===== config.mk =====
export PLATFORM = sky130hd
export DESIGN_NAME = stepped_fade_soft_volume
export DESIGN_NICKNAME = d
export VERILOG_FILES = /design/src/design/sfsv_pkg.sv /design/src/design/stepped_fade_soft_volume.sv
export VERILOG_INCLUDE_DIRS = /design/src /design/src/design
export SDC_FILE = /design/constraint.sdc
export NUM_CORES = 1
export LEC_CHECK = 0
export ABC_AREA = 1
export BUFFER_PORTS_ARGS = -buffer_cell sky130_fd_sc_hd__buf_2
export CAP_MARGIN = 30
export CORE_MARGIN = 2
export CORE_UTILIZATION = 55
export DETAILED_ROUTE_END_ITERATION = 10
export GPL_ROUTABILITY_DRIVEN = 0
export PLACE_DENSITY = 0.72
export SLEW_MARGIN = 20
export SYNTH_ARGS = -nofsm -noshare
export SYNTH_HDL_FRONTEND = slang
export SYNTH_SLANG_ARGS = --single-unit

===== constraint.sdc =====
create_clock -name clk -period 11.91 [get_ports clk]
set_clock_uncertainty 0.15 [all_clocks]
set_input_delay 0.5955 -clock clk [delete_from_list [all_inputs] [get_ports clk]]
set_output_delay 0.5955 -clock clk [all_outputs]
set_load 0.05 [all_outputs]

===== src/design/stepped_fade_soft_volume_assert.svh =====
// Assertion macros for the stepped fade soft volume block.
// Used by the top level; expects clk and rst_n in scope.
`ifndef STEPPED_FADE_SOFT_VOLUME_ASSERT_SVH
`define STEPPED_FADE_SOFT_VOLUME_ASSERT_SVH

// check cons in the same cycle as ante
`define SFSV_ASSERT_SAME(label, ante, cons) \
  label: assert property (@(posedge clk) disable iff (!rst_n) (ante) |-> (cons)) \
    else $error("sfsv assertion failed");

// check cons in the cycle after ante
`define SFSV_ASSERT_NEXT(label, ante, cons) \
  label: assert property (@(posedge clk) disable iff (!rst_n) (ante) |=> (cons)) \
    else $error("sfsv assertion failed");

`endif


===== src/design/sfsv_pkg.sv =====
// Package for the stepped fade soft volume block: types, codes, constants
// and the fade step functions. No dependencies.
package sfsv_pkg;

  localparam int VOL_W    = 7;
  localparam int SMP_W    = 16;
  localparam int PROD_W   = 23;
  localparam int MAG_W    = 22;
  localparam int QUO_W    = 20;
  localparam int RECIP_W  = 21;
  localparam int RECIP_SH = 25;
  localparam int CFG_DW   = 7;
  localparam int CFG_IW   = 3;

  typedef logic [VOL_W-1:0]  vol_t;
  typedef logic [1:0]        op_t;
  typedef logic [CFG_IW-1:0] cfg_idx_t;

  localparam vol_t VOL_FULL = 7'd100;

  // truncated divide by 25 of a 20-bit value: (m * RECIP) >> RECIP_SH
  localparam logic [RECIP_W-1:0] RECIP_25 = 21'd1342178;

  localparam op_t OP_SAMPLE  = 2'd0;
  localparam op_t OP_BLOCK   = 2'd1;
  localparam op_t OP_RESTART = 2'd2;

  localparam cfg_idx_t REG_LEFT_MAX  = 3'd0;
  localparam cfg_idx_t REG_RIGHT_MAX = 3'd1;
  localparam cfg_idx_t REG_FADE_IN   = 3'd2;
  localparam cfg_idx_t REG_FADE_OUT  = 3'd3;
  localparam cfg_idx_t REG_SIXTEEN   = 3'd4;
  localparam cfg_idx_t REG_STEREO    = 3'd5;

  function automatic vol_t step_down(input vol_t v);
    vol_t r;
    if (v > 7'd50) r = v - 7'd10;
    else if (v > 7'd10) r = v - 7'd5;
    else if (v > 7'd2) r = v - 7'd2;
    else if (v > 7'd0) r = v - 7'd1;
    else r = 7'd0;
    return r;
  endfunction

  function automatic vol_t step_up(input vol_t v, input vol_t cap);
    vol_t r;
    if (v < 7'd10) r = v + 7'd1;
    else if (v < 7'd50) r = v + 7'd5;
    else if (v < VOL_FULL) r = v + 7'd10;
    else r = v;
    return (r > cap) ? cap : r;
  endfunction

endpackage


===== src/design/stepped_fade_soft_volume.sv =====
// An accepted beat is registered in stage 1, then in the output stage;
// one beat per cycle unless out_ready stalls. Stage 1 does the volume
// multiply, stage 2 the reciprocal divide by 100 and the saturation.
// Reset: synchronous, active low; volumes 100, parity left, registers
// to their defaults, pipeline emptied.
// Depends on sfsv_pkg and stepped_fade_soft_volume_assert.svh.
`include "stepped_fade_soft_volume_assert.svh"

module stepped_fade_soft_volume (
  input  logic                          clk,
  input  logic                          rst_n,
  input  logic                          cfg_we,
  input  sfsv_pkg::cfg_idx_t            cfg_index,
  input  logic [sfsv_pkg::CFG_DW-1:0]   cfg_data,
  input  logic                          in_valid,
  output logic                          in_ready,
  input  sfsv_pkg::op_t                 in_operation,
  input  logic signed [sfsv_pkg::SMP_W-1:0] in_sample_in,
  input  logic                          in_near_end,
  input  logic                          in_decoder_idle,
  output logic                          out_valid,
  input  logic                          out_ready,
  output logic signed [sfsv_pkg::SMP_W-1:0] out_sample_out,
  output sfsv_pkg::vol_t                out_left_volume_now,
  output sfsv_pkg::vol_t                out_right_volume_now
);
  import sfsv_pkg::*;

  vol_t left_max_r, right_max_r;
  logic fade_in_r, fade_out_r, sixteen_r, stereo_r;
  vol_t left_vol_r, right_vol_r, left_vol_nxt, right_vol_nxt;
  logic parity_r, parity_nxt;
  vol_t cfg_vol;

  logic                      s1_valid_r, s1_smp_r, s1_mode16_r;
  logic signed [PROD_W-1:0]  s1_prod_r;
  vol_t                      s1_lvol_r, s1_rvol_r;

  logic                      out_valid_r;
  logic signed [SMP_W-1:0]   out_sample_r;
  vol_t                      out_lvol_r, out_rvol_r;

  logic in_acc, s1_adv, out_free;
  logic is_smp;
  vol_t smp_vol;
  logic signed [SMP_W-1:0]   oper;
  logic signed [SMP_W+VOL_W:0] prod_full;

  logic                      neg;
  logic [MAG_W-1:0]          mag;
  logic [QUO_W+RECIP_W-1:0]  quo_full;
  logic [SMP_W-1:0]          quo;
  logic signed [SMP_W+1:0]   tval, t8;
  logic signed [SMP_W-1:0]   res;

  assign out_free = !out_valid_r || out_ready;
  assign s1_adv   = s1_valid_r && out_free;
  assign in_ready = !s1_valid_r || out_free;
  assign in_acc   = in_valid && in_ready;

  assign cfg_vol = (cfg_data > VOL_FULL) ? VOL_FULL : cfg_data;

  always_ff @(posedge clk) begin
    if (!rst_n) begin
      left_max_r  <= VOL_FULL;
      right_max_r <= VOL_FULL;
      fade_in_r   <= 1'b0;
      fade_out_r  <= 1'b0;
      sixteen_r   <= 1'b1;
      stereo_r    <= 1'b1;
    end else if (cfg_we) begin
      unique case (cfg_index)
        REG_LEFT_MAX:  left_max_r  <= cfg_vol;
        REG_RIGHT_MAX: right_max_r <= cfg_vol;
        REG_FADE_IN:   fade_in_r   <= cfg_data[0];
        REG_FADE_OUT:  fade_out_r  <= cfg_data[0];
        REG_SIXTEEN:   sixteen_r   <= cfg_data[0];
        REG_STEREO:    stereo_r    <= cfg_data[0];
        default: ;
      endcase
    end
  end

  always_comb begin
    left_vol_nxt  = left_vol_r;
    right_vol_nxt = right_vol_r;
    parity_nxt    = parity_r;
    is_smp        = 1'b0;
    unique case (in_operation)
      OP_SAMPLE: begin
        is_smp     = 1'b1;
        parity_nxt = !parity_r;
      end
      OP_BLOCK: begin
        parity_nxt = 1'b0;
        if (fade_out_r && in_near_end) begin
          left_vol_nxt  = step_down(left_vol_r);
          right_vol_nxt = step_down(right_vol_r);
        end else if (fade_in_r && in_decoder_idle) begin
          left_vol_nxt  = step_up(left_vol_r, left_max_r);
          right_vol_nxt = step_up(right_vol_r, right_max_r);
        end
      end
      OP_RESTART: begin
        left_vol_nxt  = fade_in_r ? '0 : left_max_r;
        right_vol_nxt = fade_in_r ? '0 : right_max_r;
      end
      default: ;
    endcase
  end

  assign smp_vol   = (stereo_r && parity_r) ? right_vol_r : left_vol_r;
  assign oper      = sixteen_r ? in_sample_in
                               : $signed({8'd0, in_sample_in[7:0]}) - 16'sd128;
  assign prod_full = oper * $signed({1'b0, smp_vol});

  always_ff @(posedge clk) begin
    if (!rst_n) begin
      left_vol_r  <= VOL_FULL;
      right_vol_r <= VOL_FULL;
      parity_r    <= 1'b0;
      s1_valid_r  <= 1'b0;
    end else begin
      if (in_acc) begin
        left_vol_r  <= left_vol_nxt;
        right_vol_r <= right_vol_nxt;
        parity_r    <= parity_nxt;
        s1_valid_r  <= 1'b1;
      end else if (s1_adv) begin
        s1_valid_r  <= 1'b0;
      end
    end
  end

  always_ff @(posedge clk) begin
    if (in_acc) begin
      s1_prod_r   <= prod_full[PROD_W-1:0];
      s1_smp_r    <= is_smp;
      s1_mode16_r <= sixteen_r;
      s1_lvol_r   <= left_vol_nxt;
      s1_rvol_r   <= right_vol_nxt;
    end
  end

  assign neg      = s1_prod_r[PROD_W-1];
  assign mag      = neg ? MAG_W'(-s1_prod_r) : MAG_W'(s1_prod_r);
  assign quo_full = mag[MAG_W-1:2] * RECIP_25;
  assign quo      = quo_full[RECIP_SH+SMP_W-1:RECIP_SH];
  assign tval     = neg ? -$signed({2'b00, quo}) : $signed({2'b00, quo});
  assign t8       = tval + 18'sd128;

  always_comb begin
    if (!s1_smp_r) begin
      res = '0;
    end else if (s1_mode16_r) begin
      if (tval > 18'sd32767) res = 16'sh7fff;
      else if (tval < -18'sd32768) res = 16'sh8000;
      else res = tval[SMP_W-1:0];
    end else begin
      if (t8 > 18'sd255) res = 16'sd255;
      else if (t8 < 18'sd0) res = '0;
      else res = t8[SMP_W-1:0];
    end
  end

  always_ff @(posedge clk) begin
    if (!rst_n) begin
      out_valid_r <= 1'b0;
    end else if (s1_adv) begin
      out_valid_r <= 1'b1;
    end else if (out_ready) begin
      out_valid_r <= 1'b0;
    end
  end

  always_ff @(posedge clk) begin
    if (s1_adv) begin
      out_sample_r <= res;
      out_lvol_r   <= s1_lvol_r;
      out_rvol_r   <= s1_rvol_r;
    end
  end

  assign out_valid            = out_valid_r;
  assign out_sample_out       = out_sample_r;
  assign out_left_volume_now  = out_lvol_r;
  assign out_right_volume_now = out_rvol_r;

  `SFSV_ASSERT_SAME(a_vol_range, 1'b1, (left_vol_r <= VOL_FULL) && (right_vol_r <= VOL_FULL))
  `SFSV_ASSERT_NEXT(a_acc_loads_s1, in_acc, s1_valid_r)
  `SFSV_ASSERT_NEXT(a_s1_stall_holds, s1_valid_r && !out_free, s1_valid_r && $stable(s1_prod_r))

endmodule

; After elaboration in Yosys (flattened, before gate mapping)
; Cells that the tools add are included.
[word_totals]
register_bits = 104
latch_bits = 0
ramBits = 0
mem_bits_ro = 0
input_bits = 35
output_inout_bits = 32
wordCells = 135
mem_count = 0
[classes]
add_sub_neg = 18
multipliers = 2
div_mod_pow = 0
n_lt_le_gt_ge = 21
eq_ne = 7
shift = 0
mux = 46
n_bitwise = 0
n_reduce_logical = 22
[ops]
columns = op, n
row1 = 7-bit two-way mux, 30
row2 = 16-bit two-way mux, 6
row3 = "20-bit by 20-bit multiplier with 40-bit output, second input constant", 1
row4 = 7-bit case mux with 2 select lines, 2
row5 = 16-bit by 8-bit multiplier with 23-bit output, 1
row6 = 22-bit two-way mux, 1
row7 = 22-bit negator, 1
row8 = "18-bit by 9-bit adder with 18-bit output, second input constant", 1
row9 = "18-bit by 16-bit > comparator with 1-bit output, second input constant", 1
row10 = "18-bit by 9-bit > comparator with 1-bit output, second input constant", 1
row11 = "18-bit by 1-bit less-than comparator with 1-bit output, second input constant", 1
row12 = "18-bit by 16-bit less-than comparator with 1-bit output, second input constant", 1
row13 = 18-bit two-way mux, 1
row14 = 16-bit negator with 18-bit output, 1
row15 = "7-bit by 1-bit adder with 7-bit output, second input constant", 2
row16 = "7-bit by 3-bit adder with 7-bit output, second input constant", 2
row17 = "7-bit by 4-bit adder with 7-bit output, second input constant", 2
row18 = "7-bit by 1-bit > comparator with 1-bit output, second input constant", 2
row19 = "7-bit by 2-bit > comparator with 1-bit output, second input constant", 2
row20 = "7-bit by 4-bit > comparator with 1-bit output, second input constant", 2
row21 = "7-bit by 6-bit > comparator with 1-bit output, second input constant", 2
row22 = 7-bit > comparator, 2
row23 = "7-bit by 4-bit less-than comparator with 1-bit output, second input constant", 2
row24 = "7-bit by 6-bit less-than comparator with 1-bit output, second input constant", 2
row25 = other kinds (21), 47

; Depth between registers and ports, before layout
[depth]
depth_word = 12
ltp_mapped = 62

; Least setup slack after synthesis
; Ideal clock, no wire load.
[synth_timing]
path_kind = flip-flop to flip-flop
start = register s1_prod_r[0]
end = register out_sample_r[0], in the netlist out_sample_out[0], data pin
setup_time_ns = 0.252
arrival_time_ns = 8.795
required_time_ns = 11.508
path_slack_ns = 2.713
path_stages_with_launch = 58
path_buffers = 0
path_cell_list = edfxtp_1 > nor2_1 > nand3_1 > nor2_1 > inv_1 > nor2_1 > inv_1 > nor2_1 > inv_1 > nor2_1 > inv_1 > nor2_1 > inv_1 > nor2_1 > inv_1 > o21ai_0 > o21ai_0 > xor2_1 > [22 not listed] > nand3_2 > nor2_4 > nand3_2 > nand2_2 > nand2_1 > nand2_1 > inv_2 > ha_1 > nand3_1 > inv_1 > nand4_1 > nand2_1 > nor2_1 > nand2_1 > nor2_4 > nand3_1 > nand2_1 > nand2_1
[synth_between]
elab_chain_len = 10
[synth_rtl]
columns = element, line_no
row1 = "start, declared", stepped_fade_soft_volume.sv:36  ; logic signed [PROD_W-1:0] s1_prod_r;
row2 = "start signal, assigned", stepped_fade_soft_volume.sv:137  ; s1_prod_r <= prod_full[PROD_W-1:0];
row3 = 22-bit negator *, stepped_fade_soft_volume.sv:146  ; assign mag = neg ? MAG_W'(-s1_prod_r) : MAG_W'(s1_prod_r);
row4 = 22-bit two-way mux *, stepped_fade_soft_volume.sv:146
row5 = 20-bit by 20-bit multiplier with 40-bit output *, stepped_fade_soft_volume.sv:147  ; assign quo_full = mag[MAG_W-1:2] * RECIP_25;
row6 = 16-bit negator with 18-bit output, stepped_fade_soft_volume.sv:149  ; assign tval = neg ? -$signed({2'b00, quo}) : $signed({2'b00, quo});
row7 = 18-bit two-way mux *, stepped_fade_soft_volume.sv:149
row8 = 18-bit by 9-bit adder with 18-bit output, stepped_fade_soft_volume.sv:150  ; assign t8 = tval + 18'sd128;
row9 = 18-bit by 1-bit less-than comparator with 1-bit output, stepped_fade_soft_volume.sv:161  ; else if (t8 < 18'sd0) res = '0;
row10 = 16-bit two-way mux, stepped_fade_soft_volume.sv:161
row11 = 16-bit two-way mux, stepped_fade_soft_volume.sv:160  ; if (t8 > 18'sd255) res = 16'sd255;
row12 = 16-bit two-way mux *, stepped_fade_soft_volume.sv:155  ; end else if (s1_mode16_r) begin
row13 = "end signal, assigned", stepped_fade_soft_volume.sv:178  ; out_sample_r <= res;
row14 = "end, declared", stepped_fade_soft_volume.sv:40  ; logic signed [SMP_W-1:0] out_sample_r;
; Mark *: on every way between the ends. The rest lies on a longest branch, timed or not.
; A chain may end at the register's enable or synchronous reset.

; Final worst setup path
[layout_timing]
start = register s1_prod_r[2]
end = register out_sample_r[2], in the netlist out_sample_out[2], data pin
[layout_between]
elab_chain_len = 10
[layout_rtl]
columns = element, line_no
row1 = 22-bit negator, stepped_fade_soft_volume.sv:146
row2 = 22-bit two-way mux *, stepped_fade_soft_volume.sv:146
row3 = 20-bit by 20-bit multiplier with 40-bit output *, stepped_fade_soft_volume.sv:147
row4 = 16-bit negator with 18-bit output, stepped_fade_soft_volume.sv:149
row5 = 18-bit two-way mux *, stepped_fade_soft_volume.sv:149
row6 = 18-bit by 9-bit adder with 18-bit output, stepped_fade_soft_volume.sv:150
row7 = 18-bit by 1-bit less-than comparator with 1-bit output, stepped_fade_soft_volume.sv:161
row8 = 16-bit two-way mux, stepped_fade_soft_volume.sv:161
row9 = 16-bit two-way mux, stepped_fade_soft_volume.sv:160
row10 = 16-bit two-way mux *, stepped_fade_soft_volume.sv:155
; Marked as above.

==> run summary <==
The run finished with clean final reports. The count of buffers inserted at the top-level ports came out at 66. Fraction of the cycle the final worst path needs: 84.8%. The top layer used by detailed routing is met4. The commonest cells after synthesis are 583 x inv_1, 362 x nand2_1, 291 x ha_1, 247 x nor2_1, 220 x fa_1. By instance count, the leading cell after synthesis is inv_1. At the end of the flow, the number of nets in the layout was 3091. For the count of mapped cells out of synthesis, the log shows 2497. The clock reaches the later pin of the worst-skew pair after 360 ps. The number of hold buffers added after CTS was 0. The cell depth of the worst min-delay path came out at 0. The synthesized netlist occupies a cell area of 0.0195 mm². Via count of the first global-routing pass: 16.7k. The worst setup path is of the register to register kind.

Setup repair after global routing left no endpoint under its margin. The total met3 wirelength after detailed routing came out at 3290 µm. The tools report the sort of element at the start of the critical path as a register. Summed over its instances, the top area cell type makes up 22.6% of the synthesized netlist area.

The region available for standard cell placement spans 0.0347 mm². The tools report the routed length on met2 as 23200 µm. The synthesized area divided by synthesized cell count is 7.81 µm², and the overall die height is 192 µm.

In this run, synthesis produced a sequential element count of 104. Dividing the detail-routed wire length by the instance count gives 16.4 µm. The initial core utilization came out at 56.2%. The logs give 68 for the number of rows created at floorplan and 0 for the initial antenna violation count.

In this design, the critical path's most frequently occurring cell is inv_1. The total clock buffers created by CTS is 9. In the final layout, the share of cells above drive strength 1 is 6.75%. In the final routing, the length of wire on met1 measures 20900 µm. Compared with the post-synthesis result, the final layout area differs by 5.90%. The worst path needs 10110 ps of the cycle, external delays included.

The net count of the mapped netlist was 3043. The path with the worst hold slack has its endpoint at out_left_volume_now[0]$_DFFE_PP_. The first global-routing pass estimated 81600 µm of wire. For the final routed database, the setup TNS stands at 0 ps. Setup slack on the worst reg-to-reg path comes out at 1800 ps. The longest individual stage delay on the worst path is 600 ps, and the post-synthesis sequential area ratio is 14.2%.

Setup violations remaining at the end of the flow were counted as 0. The synthesized design spends more area on one cell type than any other, namely fa_1. Via count: 16.6k. STA classifies the critical path endpoint as a register. For the largest net degree at the start of global routing, the log shows 53. The number of cells on the worst reg-to-reg path is 58. The worst hold path begins at s1_lvol_r[0]$_DFFE_PP_. The capturing point of the worst reg2reg path was out_sample_out[2]$_SDFFCE_PN0P_. Global routing finished with a remaining overflow of 0. The count of nets left with antenna violations once routing finished came out at 0.

Wires add up to 49300 µm. The count of flip-flops with a built-in enable after synthesis was 69; the count of final hold-check violations was 0. The most critical setup path has its startpoint at s1_prod_r[2]$_DFFE_PP_. The clock-pin slew of the registers on the worst-case setup and hold paths was 80 ps; the total number of yosys warnings was 0. The worst slew margin relative to its limit was 37.5%. The number of DRC markers after the initial detailed-route iteration is 1184, and the number of max-slew violations in the final report is 0. Data arrival time of the critical path: 10080 ps. Data on the critical path is required at its endpoint by 11890 ps.

After legalization and detailed placement, the total HPWL measured 41600 µm. By area the synthesized netlist is led by fa_1 23%, ha_1 19%, inv_1 11%. The longest clock path from root to sink contains 2 buffers.

The number of sinks driven by the clock tree came out at 104. The tightest min-delay check is of the register to register type. The number of max-cap violations is 0.

In this run the critical register-to-register path is launched from s1_prod_r[2]$_DFFE_PP_. The transition time at the pin with the least slew margin is 935 ps, and the total iterations of the first detailed-routing run is 6. For this run, design rule violations remaining after detail routing come to 0. From left edge to right edge, the die measures 192 µm. The overall global routing resource usage came out at 27.8%. Gates resized during post-CTS repair numbered 0. The run gives 0 as the number of inserted diodes.

The tools report the die area as 0.0370 mm². For the count of unique library cells instantiated by Yosys, the log shows 51. The slowest stage of the critical path is the xor2_1 cell.

The root buffer selected by CTS was clkbuf_16. Number of primary I/O pins: 67. In the synthesized netlist the async set-or-reset flop fraction comes to 0%. Most instantiated flip-flop cell in the synthesis netlist: edfxtp_1. Maximum fanout encountered on the critical timing path: 8. TritonCTS built the clock tree. Based on the critical path, the design can be clocked at up to 0.0990 GHz. The H-tree was split into 3 levels. The via-per-instance ratio came out at 5.51. For the post-CTS setup buffer count, the log shows 0.
==> worst max path at each step <==
stage / end / slack [ps]
2_1_floorplan: out_sample_out[0]$_SDFFCE_PN0P_ / 2710
3_5_place_dp: out_sample_out[2]$_SDFFCE_PN0P_ / 1930
6_report: out_sample_out[2]$_SDFFCE_PN0P_ / 1800
5_1_grt: out_sample_out[2]$_SDFFCE_PN0P_ / 920
3_3_place_gp: out_sample_out[1]$_SDFFCE_PN0P_ / 2150
4_1_cts: out_sample_out[2]$_SDFFCE_PN0P_ / 1930
==> cell type report <==
type                    count  area [µm²]
clock buffers               9         225
clock inverters             7        55.1
fillers                  3173       14100
inverters                 606        2270
multi-input cells        1745       14300
flip-flops and latches    104        2770
well taps                 455         569
repair buffers             79         460
==> through the flow <==
| stage | instances | setup slack [ps] | util [%] | hold WS, ps | cell area, µm² |
|---|---|---|---|---|---|
| after global routing | 3005 | 922 | 59.5 | 283 | 20600 |
| after global placement | 2985 | 2150 | 58.5 | 254 | 20300 |
| after CTS | 3002 | 1930 | 59.3 | 278 | 20600 |
| after floorplan | 2497 | 2710 | - | 250 | 19500 |
| after detailed placement | 2986 | 1930 | 58.5 | 256 | 20300 |
| final | 3005 | 1800 | 59.5 | 276 | 20600 |
==> state kept, by name, summed over array words and instances (netlist names), 7 cells and up <==
register and count:
left_max_r 7, s1_rvol_r 7, out_left_volume_now 7, s1_prod_r 23, left_vol_r 7, out_right_volume_now 7
right_vol_r 7, out_sample_out 16, s1_lvol_r 7, right_max_r 7
==> layer usage <==
layer / up-vias / global-route usage, %
li1: 7959 / -
met1: 7868 / 36.7
met2: 625 / 46.7
met3: 112 / 3.64
met4: 0 / 9.95
met5: - / 0
==> kinds of logic (layout without fill, tap and decap cells) <==
family                     after synthesis  in the layout  synth area share [%]
buffers and inverters                  648            701                  12.5
xor gates and xnor gates                84             84                  3.91
DFF                                    104            104                  14.2
and+or+nand+nor                        787            787                  17.4
AOI/OAI and AO/OA                      363            363                  10.7
adders and majority gates              511            511                  41.3
==> cells in the final DEF (no fill, tap or decap), types with 6 or more instances in the layout <==
master,synthesis,final
inv_1,583,582
o21ai_1,19,19
o211ai_1,27,27
o21bai_1,11,11
nor2_2,7,7
xnor2_1,20,20
o21ai_0,119,119
nand3_2,10,10
a211oi_1,10,10
inv_2,15,16
nand2_2,23,23
ha_1,291,291
nand2_1,362,362
a21oi_1,110,109
nor3_1,11,11
nor2_4,6,6
xor2_1,62,62
nor4_1,6,6
buf_4,0,11
dfxtp_1,35,35
nand4_1,7,7
edfxtp_1,69,69
nor2_1,247,247
clkbuf_16,0,9
clkinv_1,8,10
fa_1,220,220
or2_2,8,8
a21o_1,8,8
nand3_1,82,82
a31oi_1,27,27
nand3b_1,8,8
o31ai_1,6,6
buf_2,4,66
==> worst max-delay path: cells and delay by family (launching register included) <==
kind | cells | cell delay (ps)
AOI/OAI and AO/OA | 5 | 800
xor gates and xnor gates | 1 | 600
adders and majority gates | 10 | 3820
buffers and inverters | 15 | 1290
DFF | 1 | 430
and+or+nand+nor | 27 | 2800
Power is left out: the tool's default activity adds up to more than one toggle a clock period on the data nets, which glitch-free logic cannot reach.
